### src/rtl/etm_pkg.sv
// Shared types, constants and saturating fixed-point helpers for the edge momentum tendency block.
package etm_pkg;

    localparam int DATA_WIDTH  = 48;
    localparam int FRAC_BITS   = 16;
    localparam int FIELD_WIDTH = 48;
    localparam int WIDE_WIDTH  = 65;
    localparam int HALF_WIDTH  = (DATA_WIDTH + 1) / 2;
    localparam int PROD_WIDTH  = 2 * DATA_WIDTH;
    localparam int FIFO_DEPTH  = 2;
    localparam int FIFO_PTR_W  = $clog2(FIFO_DEPTH);
    localparam int FIFO_CNT_W  = $clog2(FIFO_DEPTH + 1);

    typedef logic signed [DATA_WIDTH-1:0]  data_t;
    typedef logic signed [FIELD_WIDTH-1:0] field_t;
    typedef logic signed [WIDE_WIDTH-1:0]  wide_t;

    localparam data_t DATA_MAX  = {1'b0, {(DATA_WIDTH-1){1'b1}}};
    localparam data_t DATA_MIN  = {1'b1, {(DATA_WIDTH-1){1'b0}}};
    localparam data_t DATA_ZERO = '0;

    typedef enum logic [2:0] {
        KIND_MIDDLE   = 3'd0,
        KIND_FIRST    = 3'd1,
        KIND_LAST     = 3'd2,
        KIND_ONLY     = 3'd3,
        KIND_NO_NBR   = 3'd4,
        KIND_BOUNDARY = 3'd5
    } kind_t;

    // Decoded item handed from the front end to the sequencer
    typedef struct packed {
        logic  has_term;
        logic  restart;
        logic  emit;
        logic  boundary;
        data_t weight;
        data_t u_nbr;
        data_t pv_half;
        data_t neg_moist;
        data_t dp;
        data_t dk;
        data_t inv_dist;
        data_t rho;
    } cmd_t;

    function automatic data_t sat_wide(wide_t x);
        if (x > WIDE_WIDTH'(DATA_MAX)) begin
            return DATA_MAX;
        end
        else if (x < WIDE_WIDTH'(DATA_MIN)) begin
            return DATA_MIN;
        end
        else begin
            return DATA_WIDTH'(x);
        end
    endfunction

    function automatic data_t from_field(field_t v);
        return sat_wide(WIDE_WIDTH'(v));
    endfunction

    function automatic field_t to_field(data_t v);
        return FIELD_WIDTH'(v);
    endfunction

    function automatic data_t sat_add(data_t a, data_t b);
        return sat_wide(WIDE_WIDTH'(a) + WIDE_WIDTH'(b));
    endfunction

    function automatic data_t sat_sub(data_t a, data_t b);
        return sat_wide(WIDE_WIDTH'(a) - WIDE_WIDTH'(b));
    endfunction

    // floor((a+b)/2); always in range
    function automatic data_t half_of(data_t a, data_t b);
        wide_t s;
        s = (WIDE_WIDTH'(a) + WIDE_WIDTH'(b)) >>> 1;
        return DATA_WIDTH'(s);
    endfunction

endpackage

### src/rtl/etm_front.sv
// Input front end: accepts items, decodes the kind and forms the cheap operand differences.
module etm_front
    import etm_pkg::*;
(
    input  logic         in_valid,
    output logic         in_stall,
    input  logic [2:0]   kind,
    input  field_t       weight,
    input  field_t       u_nbr,
    input  field_t       pv_nbr,
    input  field_t       pv_self,
    input  field_t       pressure_cell0,
    input  field_t       pressure_cell1,
    input  field_t       ke_cell0,
    input  field_t       ke_cell1,
    input  field_t       moist_coef,
    input  field_t       inv_dist,
    input  field_t       rho,
    input  logic         q_full,
    output logic         q_push,
    output cmd_t         q_data
);

    logic known;

    assign in_stall = q_full;
    assign q_push   = in_valid && !q_full && known;

    always_comb
    begin
        known            = 1'b1;
        q_data.has_term  = 1'b0;
        q_data.restart   = 1'b0;
        q_data.emit      = 1'b0;
        q_data.boundary  = 1'b0;
        unique case (kind_t'(kind))
            KIND_MIDDLE:
            begin
                q_data.has_term = 1'b1;
            end
            KIND_FIRST:
            begin
                q_data.has_term = 1'b1;
                q_data.restart  = 1'b1;
            end
            KIND_LAST:
            begin
                q_data.has_term = 1'b1;
                q_data.emit     = 1'b1;
            end
            KIND_ONLY:
            begin
                q_data.has_term = 1'b1;
                q_data.restart  = 1'b1;
                q_data.emit     = 1'b1;
            end
            KIND_NO_NBR:
            begin
                q_data.emit = 1'b1;
            end
            KIND_BOUNDARY:
            begin
                q_data.boundary = 1'b1;
            end
            default:
            begin
                known = 1'b0;   // unused codes are taken and dropped
            end
        endcase

        q_data.weight    = from_field(weight);
        q_data.u_nbr     = from_field(u_nbr);
        q_data.pv_half   = half_of(from_field(pv_self), from_field(pv_nbr));
        q_data.neg_moist = sat_sub(DATA_ZERO, from_field(moist_coef));
        q_data.dp        = sat_sub(from_field(pressure_cell1), from_field(pressure_cell0));
        q_data.dk        = sat_sub(from_field(ke_cell1), from_field(ke_cell0));
        q_data.inv_dist  = from_field(inv_dist);
        q_data.rho       = from_field(rho);
    end

endmodule

### src/rtl/etm_fifo.sv
// Short command queue between the front end and the sequencer.
module etm_fifo
    import etm_pkg::*;
(
    input  logic  clk,
    input  logic  rst_n,
    input  logic  push,
    input  cmd_t  push_data,
    input  logic  pop,
    output cmd_t  pop_data,
    output logic  full,
    output logic  empty
);

    cmd_t                  mem [FIFO_DEPTH];
    logic [FIFO_PTR_W-1:0] wr_ptr_reg, wr_ptr_next;
    logic [FIFO_PTR_W-1:0] rd_ptr_reg, rd_ptr_next;
    logic [FIFO_CNT_W-1:0] count_reg, count_next;

    function automatic logic [FIFO_PTR_W-1:0] ptr_inc(logic [FIFO_PTR_W-1:0] p);
        if (p == FIFO_PTR_W'(FIFO_DEPTH - 1)) begin
            return '0;
        end
        else begin
            return p + 1'b1;
        end
    endfunction

    assign full     = (count_reg == FIFO_CNT_W'(FIFO_DEPTH));
    assign empty    = (count_reg == '0);
    assign pop_data = mem[rd_ptr_reg];

    always_comb
    begin
        wr_ptr_next = push ? ptr_inc(wr_ptr_reg) : wr_ptr_reg;
        rd_ptr_next = pop  ? ptr_inc(rd_ptr_reg) : rd_ptr_reg;
        case ({push, pop})
            2'b10:   count_next = count_reg + 1'b1;
            2'b01:   count_next = count_reg - 1'b1;
            default: count_next = count_reg;
        endcase
    end

    always_ff @(posedge clk or negedge rst_n)
    begin
        if (!rst_n)
        begin
            wr_ptr_reg <= '0;
            rd_ptr_reg <= '0;
            count_reg  <= '0;
        end
        else
        begin
            wr_ptr_reg <= wr_ptr_next;
            rd_ptr_reg <= rd_ptr_next;
            count_reg  <= count_next;
        end
    end

    always_ff @(posedge clk)
    begin
        if (push)
        begin
            mem[wr_ptr_reg] <= push_data;
        end
    end

endmodule

### src/rtl/etm_mul.sv
// Shared multi-cycle fixed-point multiplier: half-width partial products, floor shift, saturation.
module etm_mul
    import etm_pkg::*;
(
    input  logic  clk,
    input  logic  rst_n,
    input  logic  start,
    input  data_t a,
    input  data_t b,
    output logic  done,
    output data_t result
);

    typedef enum logic [3:0] {
        M_IDLE = 4'b0001,
        M_PP   = 4'b0010,
        M_NEG  = 4'b0100,
        M_SAT  = 4'b1000
    } mstate_t;

    mstate_t                     state_reg, state_next;
    logic [1:0]                  cnt_reg, cnt_next;
    logic                        done_reg, done_next;
    logic [DATA_WIDTH-1:0]       mag_a_reg, mag_a_next;
    logic [DATA_WIDTH-1:0]       mag_b_reg, mag_b_next;
    logic                        neg_reg, neg_next;
    logic [PROD_WIDTH-1:0]       acc_reg, acc_next;
    logic signed [PROD_WIDTH:0]  sp_reg, sp_next;
    data_t                       result_reg, result_next;

    logic [HALF_WIDTH-1:0]       op_x, op_y;
    logic [2*HALF_WIDTH-1:0]     pp;
    logic [PROD_WIDTH-1:0]       pp_ext, pp_sh;
    logic signed [PROD_WIDTH:0]  acc_ext, sh;
    logic [PROD_WIDTH-DATA_WIDTH+1:0] top;

    assign done   = done_reg;
    assign result = result_reg;

    always_comb
    begin
        // cnt bit 0 picks the high half of a, bit 1 the high half of b
        op_x   = cnt_reg[0] ? HALF_WIDTH'(mag_a_reg >> HALF_WIDTH) : mag_a_reg[HALF_WIDTH-1:0];
        op_y   = cnt_reg[1] ? HALF_WIDTH'(mag_b_reg >> HALF_WIDTH) : mag_b_reg[HALF_WIDTH-1:0];
        pp     = (2*HALF_WIDTH)'(op_x) * (2*HALF_WIDTH)'(op_y);
        pp_ext = PROD_WIDTH'(pp);
        case (cnt_reg)
            2'd0:    pp_sh = pp_ext;
            2'd1:    pp_sh = pp_ext << HALF_WIDTH;
            2'd2:    pp_sh = pp_ext << HALF_WIDTH;
            default: pp_sh = pp_ext << (2 * HALF_WIDTH);
        endcase

        acc_ext = $signed({1'b0, acc_reg});
        sh      = sp_reg >>> FRAC_BITS;
        top     = sh[PROD_WIDTH:DATA_WIDTH-1];

        state_next  = state_reg;
        cnt_next    = cnt_reg;
        done_next   = 1'b0;
        mag_a_next  = mag_a_reg;
        mag_b_next  = mag_b_reg;
        neg_next    = neg_reg;
        acc_next    = acc_reg;
        sp_next     = sp_reg;
        result_next = result_reg;

        unique case (state_reg)
            M_IDLE:
            begin
                if (start)
                begin
                    mag_a_next = a[DATA_WIDTH-1] ? $unsigned(-a) : $unsigned(a);
                    mag_b_next = b[DATA_WIDTH-1] ? $unsigned(-b) : $unsigned(b);
                    neg_next   = a[DATA_WIDTH-1] ^ b[DATA_WIDTH-1];
                    acc_next   = '0;
                    cnt_next   = '0;
                    state_next = M_PP;
                end
            end
            M_PP:
            begin
                acc_next = acc_reg + pp_sh;
                cnt_next = cnt_reg + 1'b1;
                if (cnt_reg == 2'd3)
                begin
                    state_next = M_NEG;
                end
            end
            M_NEG:
            begin
                sp_next    = neg_reg ? -acc_ext : acc_ext;
                state_next = M_SAT;
            end
            M_SAT:
            begin
                // arithmetic shift floors toward minus infinity
                if ((&top) || !(|top))
                begin
                    result_next = DATA_WIDTH'(sh);
                end
                else
                begin
                    result_next = sh[PROD_WIDTH] ? DATA_MIN : DATA_MAX;
                end
                done_next  = 1'b1;
                state_next = M_IDLE;
            end
            default:
            begin
                state_next = M_IDLE;
            end
        endcase
    end

    always_ff @(posedge clk or negedge rst_n)
    begin
        if (!rst_n)
        begin
            state_reg <= M_IDLE;
            cnt_reg   <= '0;
            done_reg  <= 1'b0;
        end
        else
        begin
            state_reg <= state_next;
            cnt_reg   <= cnt_next;
            done_reg  <= done_next;
        end
    end

    always_ff @(posedge clk)
    begin
        mag_a_reg  <= mag_a_next;
        mag_b_reg  <= mag_b_next;
        neg_reg    <= neg_next;
        acc_reg    <= acc_next;
        sp_reg     <= sp_next;
        result_reg <= result_next;
    end

endmodule

### src/rtl/etm_back.sv
// Back end: sequences the multiplications of one item, keeps the running sum, holds the result.
module etm_back
    import etm_pkg::*;
(
    input  logic   clk,
    input  logic   rst_n,
    input  logic   q_empty,
    output logic   q_pop,
    input  cmd_t   q_data,
    output logic   out_valid,
    input  logic   out_stall,
    output field_t tendency
);

    typedef enum logic [7:0] {
        B_IDLE = 8'b0000_0001,
        B_T1   = 8'b0000_0010,
        B_T2   = 8'b0000_0100,
        B_PG1  = 8'b0000_1000,
        B_PG2  = 8'b0001_0000,
        B_KG   = 8'b0010_0000,
        B_RHO  = 8'b0100_0000,
        B_OUT  = 8'b1000_0000
    } bstate_t;

    bstate_t state_reg, state_next;
    logic    issued_reg, issued_next;
    logic    out_valid_reg, out_valid_next;
    data_t   sum_reg, sum_next;
    cmd_t    cmd_reg, cmd_next;
    data_t   prod_reg, prod_next;
    data_t   pg_reg, pg_next;
    data_t   res_reg, res_next;
    field_t  tendency_reg, tendency_next;

    logic    is_mul;
    logic    mul_start;
    data_t   mul_a, mul_b;
    logic    mul_done;
    data_t   mul_res;
    logic    load;

    etm_mul u_mul (
        .clk    (clk),
        .rst_n  (rst_n),
        .start  (mul_start),
        .a      (mul_a),
        .b      (mul_b),
        .done   (mul_done),
        .result (mul_res)
    );

    assign out_valid = out_valid_reg;
    assign tendency  = tendency_reg;
    assign q_pop     = (state_reg == B_IDLE) && !q_empty;
    assign mul_start = is_mul && !issued_reg;
    assign load      = (state_reg == B_OUT) && (!out_valid_reg || !out_stall);

    always_comb
    begin
        is_mul = 1'b1;
        mul_a  = cmd_reg.weight;
        mul_b  = cmd_reg.u_nbr;
        unique case (state_reg)
            B_T1:
            begin
                mul_a = cmd_reg.weight;
                mul_b = cmd_reg.u_nbr;
            end
            B_T2:
            begin
                mul_a = prod_reg;
                mul_b = cmd_reg.pv_half;
            end
            B_PG1:
            begin
                mul_a = cmd_reg.neg_moist;
                mul_b = cmd_reg.dp;
            end
            B_PG2:
            begin
                mul_a = prod_reg;
                mul_b = cmd_reg.inv_dist;
            end
            B_KG:
            begin
                mul_a = cmd_reg.dk;
                mul_b = cmd_reg.inv_dist;
            end
            B_RHO:
            begin
                mul_a = cmd_reg.rho;
                mul_b = prod_reg;
            end
            default:
            begin
                is_mul = 1'b0;
            end
        endcase
    end

    always_comb
    begin
        state_next     = state_reg;
        sum_next       = sum_reg;
        cmd_next       = cmd_reg;
        prod_next      = prod_reg;
        pg_next        = pg_reg;
        res_next       = res_reg;
        tendency_next  = load ? to_field(res_reg) : tendency_reg;
        out_valid_next = load ? 1'b1 : (out_valid_reg && out_stall);

        if (mul_done)
        begin
            issued_next = 1'b0;
        end
        else if (mul_start)
        begin
            issued_next = 1'b1;
        end
        else
        begin
            issued_next = issued_reg;
        end

        unique case (state_reg)
            B_IDLE:
            begin
                if (!q_empty)
                begin
                    cmd_next = q_data;
                    if (q_data.boundary)
                    begin
                        res_next   = DATA_ZERO;
                        sum_next   = DATA_ZERO;
                        state_next = B_OUT;
                    end
                    else if (q_data.has_term)
                    begin
                        state_next = B_T1;
                    end
                    else
                    begin
                        // edge without neighbours
                        sum_next   = DATA_ZERO;
                        state_next = B_PG1;
                    end
                end
            end
            B_T1:
            begin
                if (mul_done)
                begin
                    prod_next  = mul_res;
                    state_next = B_T2;
                end
            end
            B_T2:
            begin
                if (mul_done)
                begin
                    sum_next   = cmd_reg.restart ? mul_res : sat_add(sum_reg, mul_res);
                    state_next = cmd_reg.emit ? B_PG1 : B_IDLE;
                end
            end
            B_PG1:
            begin
                if (mul_done)
                begin
                    prod_next  = mul_res;
                    state_next = B_PG2;
                end
            end
            B_PG2:
            begin
                if (mul_done)
                begin
                    pg_next    = mul_res;
                    state_next = B_KG;
                end
            end
            B_KG:
            begin
                if (mul_done)
                begin
                    prod_next  = sat_sub(sum_reg, mul_res);
                    state_next = B_RHO;
                end
            end
            B_RHO:
            begin
                if (mul_done)
                begin
                    res_next   = sat_add(pg_reg, mul_res);
                    sum_next   = DATA_ZERO;
                    state_next = B_OUT;
                end
            end
            B_OUT:
            begin
                if (load)
                begin
                    state_next = B_IDLE;
                end
            end
            default:
            begin
                state_next = B_IDLE;
            end
        endcase
    end

    always_ff @(posedge clk or negedge rst_n)
    begin
        if (!rst_n)
        begin
            state_reg     <= B_IDLE;
            issued_reg    <= 1'b0;
            out_valid_reg <= 1'b0;
            sum_reg       <= DATA_ZERO;
        end
        else
        begin
            state_reg     <= state_next;
            issued_reg    <= issued_next;
            out_valid_reg <= out_valid_next;
            sum_reg       <= sum_next;
        end
    end

    always_ff @(posedge clk)
    begin
        cmd_reg      <= cmd_next;
        prod_reg     <= prod_next;
        pg_reg       <= pg_next;
        res_reg      <= res_next;
        tendency_reg <= tendency_next;
    end

endmodule

### src/rtl/edge_momentum_tendency.sv
// Top level of the edge momentum tendency block: front end, command queue and sequencer.
//
// Each first, middle, last or only item carries one neighbour-edge term of an edge's run; the
// item that closes the run (last, only, no-neighbour or boundary) returns one tendency, the
// others return nothing. All multiplications run through one shared multiplier that builds
// each product from four half-width partial products, one per cycle, then floors and
// saturates it. A two-entry queue lets the input side take items while the sequencer works
// and while a result waits.
module edge_momentum_tendency
    import etm_pkg::*;
(
    input  logic         clk,
    input  logic         rst_n,
    input  logic         in_valid,
    output logic         in_stall,
    input  logic [2:0]   kind,
    input  field_t       weight,
    input  field_t       u_nbr,
    input  field_t       pv_nbr,
    input  field_t       pv_self,
    input  field_t       pressure_cell0,
    input  field_t       pressure_cell1,
    input  field_t       ke_cell0,
    input  field_t       ke_cell1,
    input  field_t       moist_coef,
    input  field_t       inv_dist,
    input  field_t       rho,
    output logic         out_valid,
    input  logic         out_stall,
    output field_t       tendency
);

    logic q_full;
    logic q_empty;
    logic q_push;
    logic q_pop;
    cmd_t q_in;
    cmd_t q_out;

    etm_front u_front (
        .in_valid       (in_valid),
        .in_stall       (in_stall),
        .kind           (kind),
        .weight         (weight),
        .u_nbr          (u_nbr),
        .pv_nbr         (pv_nbr),
        .pv_self        (pv_self),
        .pressure_cell0 (pressure_cell0),
        .pressure_cell1 (pressure_cell1),
        .ke_cell0       (ke_cell0),
        .ke_cell1       (ke_cell1),
        .moist_coef     (moist_coef),
        .inv_dist       (inv_dist),
        .rho            (rho),
        .q_full         (q_full),
        .q_push         (q_push),
        .q_data         (q_in)
    );

    etm_fifo u_fifo (
        .clk       (clk),
        .rst_n     (rst_n),
        .push      (q_push),
        .push_data (q_in),
        .pop       (q_pop),
        .pop_data  (q_out),
        .full      (q_full),
        .empty     (q_empty)
    );

    etm_back u_back (
        .clk       (clk),
        .rst_n     (rst_n),
        .q_empty   (q_empty),
        .q_pop     (q_pop),
        .q_data    (q_out),
        .out_valid (out_valid),
        .out_stall (out_stall),
        .tendency  (tendency)
    );

endmodule

### config.mk
export PLATFORM = sky130hd
export DESIGN_NAME = edge_momentum_tendency
export DESIGN_NICKNAME = d
export VERILOG_FILES = /design/src/rtl/etm_pkg.sv /design/src/rtl/etm_front.sv /design/src/rtl/etm_fifo.sv /design/src/rtl/etm_mul.sv /design/src/rtl/etm_back.sv /design/src/rtl/edge_momentum_tendency.sv
export SDC_FILE = /design/constraint.sdc
export NUM_CORES = 2
export LEC_CHECK = 0
export ABC_CLOCK_PERIOD_IN_PS = 18900
export BUFFER_PORTS_ARGS = -buffer_cell sky130_fd_sc_hd__buf_2
export CAP_MARGIN = 20
export CORE_AREA = 2 2 501 503
export CTS_BUF_LIST = sky130_fd_sc_hd__clkbuf_8
export DETAILED_ROUTE_END_ITERATION = 10
export DIE_AREA = 0 0 503 505
export GPL_ROUTABILITY_DRIVEN = 0
export SETUP_SLACK_MARGIN = 0.15
export SYNTH_ARGS = -nofsm -noshare
export SYNTH_HDL_FRONTEND = slang
export SYNTH_SLANG_ARGS = --single-unit
### constraint.sdc
create_clock -name clk -period 18.9 [get_ports clk]
set_input_delay 3.78 -clock clk [delete_from_list [all_inputs] [get_ports clk]]
set_output_delay 3.78 -clock clk [all_outputs]
set_load 0.01 [all_outputs]
Yosys cells after proc, flatten, opt, wreduce, memory -nomap -nowiden
Memory sizes are Yosys's and may differ from the RTL's.
Cells that the tools add are included.
- flip-flop bits (word level): 985
- memory bits (writable): 776
- output and inout bits: 50
- memories: 1
- memory list (memory ; depth ; width ; read ports ; clocked after Yosys merged registers in ; wr ports ; RTL line ; text):
    u_fifo.mem ; 2 ; 388 ; 1 ; 0 ; 1 ; etm_fifo.sv:15 ; cmd_t mem [FIFO_DEPTH];
- add/subtract/negate cells: 16
- multiply operators: 1
- magnitude comparators: 34
- eq/ne operators: 36
- multiplexer cells: 92
- bitwise operators: 2
- reduce and logical (&&, ||, !) cells: 43
- operators with widths (cell ; count):
    two-way mux 48 bit ; 47
    > comparator 48 bit (second input constant) ; 11
    less-than comparator 48 bit (second input constant) ; 11
    > comparator 65 x 48 -> 1 bit (second input constant) ; 6
    less-than comparator 65 x 48 -> 1 bit (second input constant) ; 6
    one-hot mux 48 bit (4 select lines) ; 2
    one-hot mux 96 bit (2 select lines) ; 2
    two-way mux 96 bit ; 2
    one-hot mux 48 bit (2 select lines) ; 2
    adder 48 x 48 -> 49 bit ; 3
    subtractor 48 x 48 -> 49 bit ; 3
    one-hot mux 48 bit (3 select lines) ; 1
    negator 96 -> 97 bit ; 1
    adder 96 bit ; 1
    negator 48 bit ; 2
    two-way mux 47 bit ; 2
    two-way mux 8 bit ; 9
    one-hot mux 8 bit (8 select lines) ; 1
    subtractor 1 x 48 -> 49 bit (first input constant) ; 1
    multiplier 24 x 24 -> 48 bit ; 1
    two-way mux 24 bit ; 2
    AND reduction 34 bit ; 1
    OR reduction 34 bit ; 1
    two-way mux 4 bit ; 4
    45 further kinds ; 102

Depth between registers and ports, before layout
- word-level depth: 7
- depth in mapped cells: 46
- gate-level depth less buffers: 42

Cells and area by module
Synthesis repeated with hierarchy kept, for this count alone.
- cell total of the unflattened synthesis: 10320
- area, all modules: 113948.0 um2
- modules (own cells, without submodules) (module ; instances ; cells an instance ; area each (um2) ; seq. area each (um2)):
    etm_mul ; 1 ; 4288 ; 39925.8 ; 9845.7
    etm_back ; 1 ; 2793 ; 32592.5 ; 18809.3
    etm_fifo ; 1 ; 1223 ; 29449.5 ; 23402.4
    etm_front ; 1 ; 2016 ; 11980.2 ; 0.0

Worst setup path before layout
Ideal clock, no wire load.
- path type: in2reg
- from: input port kind[1]
- to: memory u_fifo.mem[0][0] in the netlist's numbering (enable)
- setup time: 1147 ps
- data arrival time: 20091 ps
- data required time: 17753 ps
- slack: -2338 ps
- cell stages on the path: 3
- path buffers: 0
- cells stage by stage: a21oi_1 > nand2_1 > nor2_1
- cells in the longest elaborated chain, start to end: 6
- elaborated cells between the ends (all ways): 11
- RTL lines (item ; RTL line ; text):
    from (decl) ; edge_momentum_tendency.sv:16 ; input logic [2:0] kind,
    == test 3 bit (tied with other cells) ; etm_front.sv:36 ; unique case (kind_t'(kind))
    OR reduction 6 bit (no source line) * ; n/a ;
    two-way mux 1 bit * ; etm_front.sv:36 ;
    logical AND 1 bit * ; etm_front.sv:27 ; assign q_push = in_valid && !q_full && known;
    two-way mux 1 bit * ; etm_fifo.sv:62 ; if (push)
    two-way mux 1 bit (not written as such) * ; etm_fifo.sv:64 ; mem[wr_ptr_reg] <= push_data;
    to (decl) ; etm_fifo.sv:15 ;
Every way passes the cells marked *; elsewhere a longest branch is shown, timed or not.

Final worst setup path
- from: register u_back.u_mul.cnt_reg[0]
- to: register u_back.u_mul.acc_reg[95], data pin
- cells in the longest elaborated chain, start to end: 5
- elaborated cells between the ends (all ways): 9
- RTL lines (item ; RTL line ; text):
    from (decl) ; etm_mul.sv:22 ; logic [1:0] cnt_reg, cnt_next;
    from (signal assigned) ; etm_mul.sv:127 ; cnt_reg <= cnt_next;
    two-way mux 24 bit (tied with other cells) ; etm_mul.sv:43 ; op_x = cnt_reg[0] ? HALF_WIDTH'(mag_a_reg >> HALF_WIDTH) : mag_a_reg[HALF_WIDTH-1:0];
    multiplier 24 x 24 -> 48 bit or OR reduction 2 bit (tied branches) ; n/a ;
    one-hot mux 96 bit (2 select lines) * ; etm_mul.sv:47 ; case (cnt_reg)
    adder 96 bit * ; etm_mul.sv:83 ; acc_next = acc_reg + pp_sh;
    one-hot mux 96 bit (2 select lines) * ; etm_mul.sv:68 ; unique case (state_reg)
    to (signal assigned) ; etm_mul.sv:137 ; acc_reg <= acc_next;
    to (decl) ; etm_mul.sv:27 ; logic [PROD_WIDTH-1:0] acc_reg, acc_next;
Marks and branches as above.
A chain may end at the register's enable or synchronous reset.

==> run summary <==
#FFs+latches synth - 1745
# Post-CTS Setup Buffers - 0
Slew headroom - 10.7%
DRT iter0 DRCs - 8631
Via density - 5.81
Syn Area/Cell - 10.9 um^2
fin. max-slew vios - 0
die area - 254000 um^2
most frequent CP cell - fa_1
htree depth - 5
initial antenna violation count - 83
r2r setup slk - 6550 ps
worst setup path startpoint - u_back.u_mul.cnt_reg[0]$_DFFE_PN0P_
Worst Tran Pin Value - 1330 ps
FP Rows - 183
HP Class - flip-flop to flip-flop
CTS tree - built
Syn Inst Count - 10200
reg-to-reg endpoint - u_back.u_mul.acc_reg[95]$_SDFFCE_PN0P_
DR DRC count - 0
total grt overflow - 0
endpoints failing setup - 0
post-layout util - 49.2%
CTS Buf Count - 310
Fillers - 22400
reg2reg path depth - 39
Crit Path Category - flip-flop to flip-flop
wire per inst - 24.9 um
synthesized area - 111000 um^2
worst path required time - 19640 ps
global-route track usage on met2 - 41.5%
Max-Cap Viols - 0
cts repair resizes - 0
Critical Path Source Type - flip-flop
Tmin final - 12350 ps
share of post-route cells with drive strength above 1 - 15.6%
worst stage delay on the critical path - 980 ps
largest fanout on the critical path - 39
IO Count - 585
hpwl dp - 262 mm
YS warnings - 0
number of synthesized flops with an enable pin - 1676
Initial DRT Pass Iterations - 8
nets - 12000
first-pass GRT wire length - 508 mm
Root Driver - clkbuf_8
CP endpoint kind - flip-flop
outcome - finished, final reports clean
CTS hold repair buffers - 0
number of I/O port buffers - 584
RSZ-0062 raised after global routing - false
most frequent cells in the layout - edfxtp_1, inv_1, nand2_1
die height - 505 um
FFs w/ async S/R, synth - 3.95%
Placed Cells - 13400
clk slew on worst S/H paths - 60 ps
prevailing post-synth register cell - edfxtp_1
Layout Skew - 114 ps
core box area - 248000 um^2
Yosys cell types - 91
largest net degree at the start of global routing - 157
area delta synth->final - 9.75%
Worst path slowest cell - mux2i_2
Seq/Total Area, Yosys - 46.8%
commonest non-fill, non-tap cell in the layout - edfxtp_1
WP data arrival - 13090 ps
FMAX - 80.9 MHz
final hold vios - 0
die width - 503 um
starting density of the core - 44.8%
syn nets - 11800
clock sink total - 1745
max FFs per register - 776
fin cells - 14000
most crowded layer after global routing - met2
period utilisation layout - 65.4%
Clock Tree Buf Depth - 4
Total Routing Usage GR - 26.7%
Clock Latency Late Sink - 1060 ps
number of global-route vias before repair - 80200
Detail Route Antenna Nets - 0
via count - 81200
global routing usage on met3 - 6.04%
R2R Path Start - u_back.u_mul.cnt_reg[0]$_DFFE_PN0P_
final hold slack - 395 ps
Worst Setup EP - u_back.u_mul.acc_reg[95]$_SDFFCE_PN0P_
GR Util met1 - 35.3%
routed wire length - 347 mm
-- cell usage after synthesis, types with 68 or more instances --
master	n	area [um^2]
fa_1	489	9790
nand3_1	134	671
xor2_1	185	1620
nand4_1	135	845
o31ai_1	68	510
nand2_1	782	2940
o21bai_1	80	601
a21o_1	291	2180
a31oi_1	108	676
a21oi_1	597	2990
inv_1	881	3310
ha_1	563	7040
o21ai_0	504	2520
mux2_2	431	4850
a22oi_1	71	533
nor2_1	786	2950
xnor2_1	413	3620
nor3_1	89	445
and2_1	73	457
edfxtp_1	1676	50300
clkbuf_1	805	3020
-- per-layer routing --
| layer | wire length (um) | share of wire (%) |
|---|---|---|
| met2 | 156000 | 45 |
| met4 | 18500 | 5.3 |
| met3 | 33000 | 9.5 |
| met5 | 462 | 0.13 |
| met1 | 139000 | 40 |
-- kinds of logic after synthesis --
family | synth area share, %
compound gates | 12.5
xor+xnor | 4.73
fa+ha+maj | 15.3
buf+inv | 5.85
flops | 46.8
mux | 4.99
simple gates | 9.93
-- critical path, delay by kind of cell (launching register included) --
| family | cells | cell delay [ps] |
|---|---|---|
| multiplexers | 1 | 980 |
| adder cells (fa/ha/maj) | 9 | 4370 |
| flip-flops | 1 | 550 |
| XOR/XNOR | 2 | 370 |
| AO/OA/AOI/OAI | 20 | 4670 |
| AND/OR/NAND/NOR | 2 | 330 |
| buffers and inverters | 5 | 760 |
-- worst min path at each step --
stage | start | end | slack [ps] | cells past startpoint
2_1_floorplan | u_back.res_reg[0]$_SDFFCE_PN0P_ | u_back.tendency[0]$_DFFE_PP_ | 400 | 0
3_3_place_gp | u_back.res_reg[29]$_SDFFCE_PN0P_ | u_back.tendency[29]$_DFFE_PP_ | 410 | 0
3_5_place_dp | u_back.res_reg[0]$_SDFFCE_PN0P_ | u_back.tendency[0]$_DFFE_PP_ | 400 | 0
4_1_cts | u_back.res_reg[8]$_SDFFCE_PN0P_ | u_back.tendency[8]$_DFFE_PP_ | 390 | 0
5_1_grt | u_back.res_reg[8]$_SDFFCE_PN0P_ | u_back.tendency[8]$_DFFE_PP_ | 400 | 0
6_report | u_back.res_reg[8]$_SDFFCE_PN0P_ | u_back.tendency[8]$_DFFE_PP_ | 400 | 0
-- final cells by class --
type                       count  area, um^2  area share, %
antenna                       31        77.6         0.0635
clock inverter               199        1180          0.963
inverter                     885        3330           2.73
clock buffer                 318        4380           3.58
timing repair buffer         717        4000           3.28
tap                         3330        4170           3.41
multi-input combinational   6745       52900           43.3
sequential                  1745       52100           42.6
-- stage by stage --
stage	worst slack (ps)	TNS [ps]	cell area, um^2
final	6550	0	122000
after global routing	6020	0	122000
after CTS	6690	0	122000
after detailed placement	6720	0	116000
after global placement	6930	0	116000
after floorplan	-2340	-1814190	111000
Power is left out: the tool's default activity adds up to more than one toggle a clock period on the data nets, which glitch-free logic cannot reach.
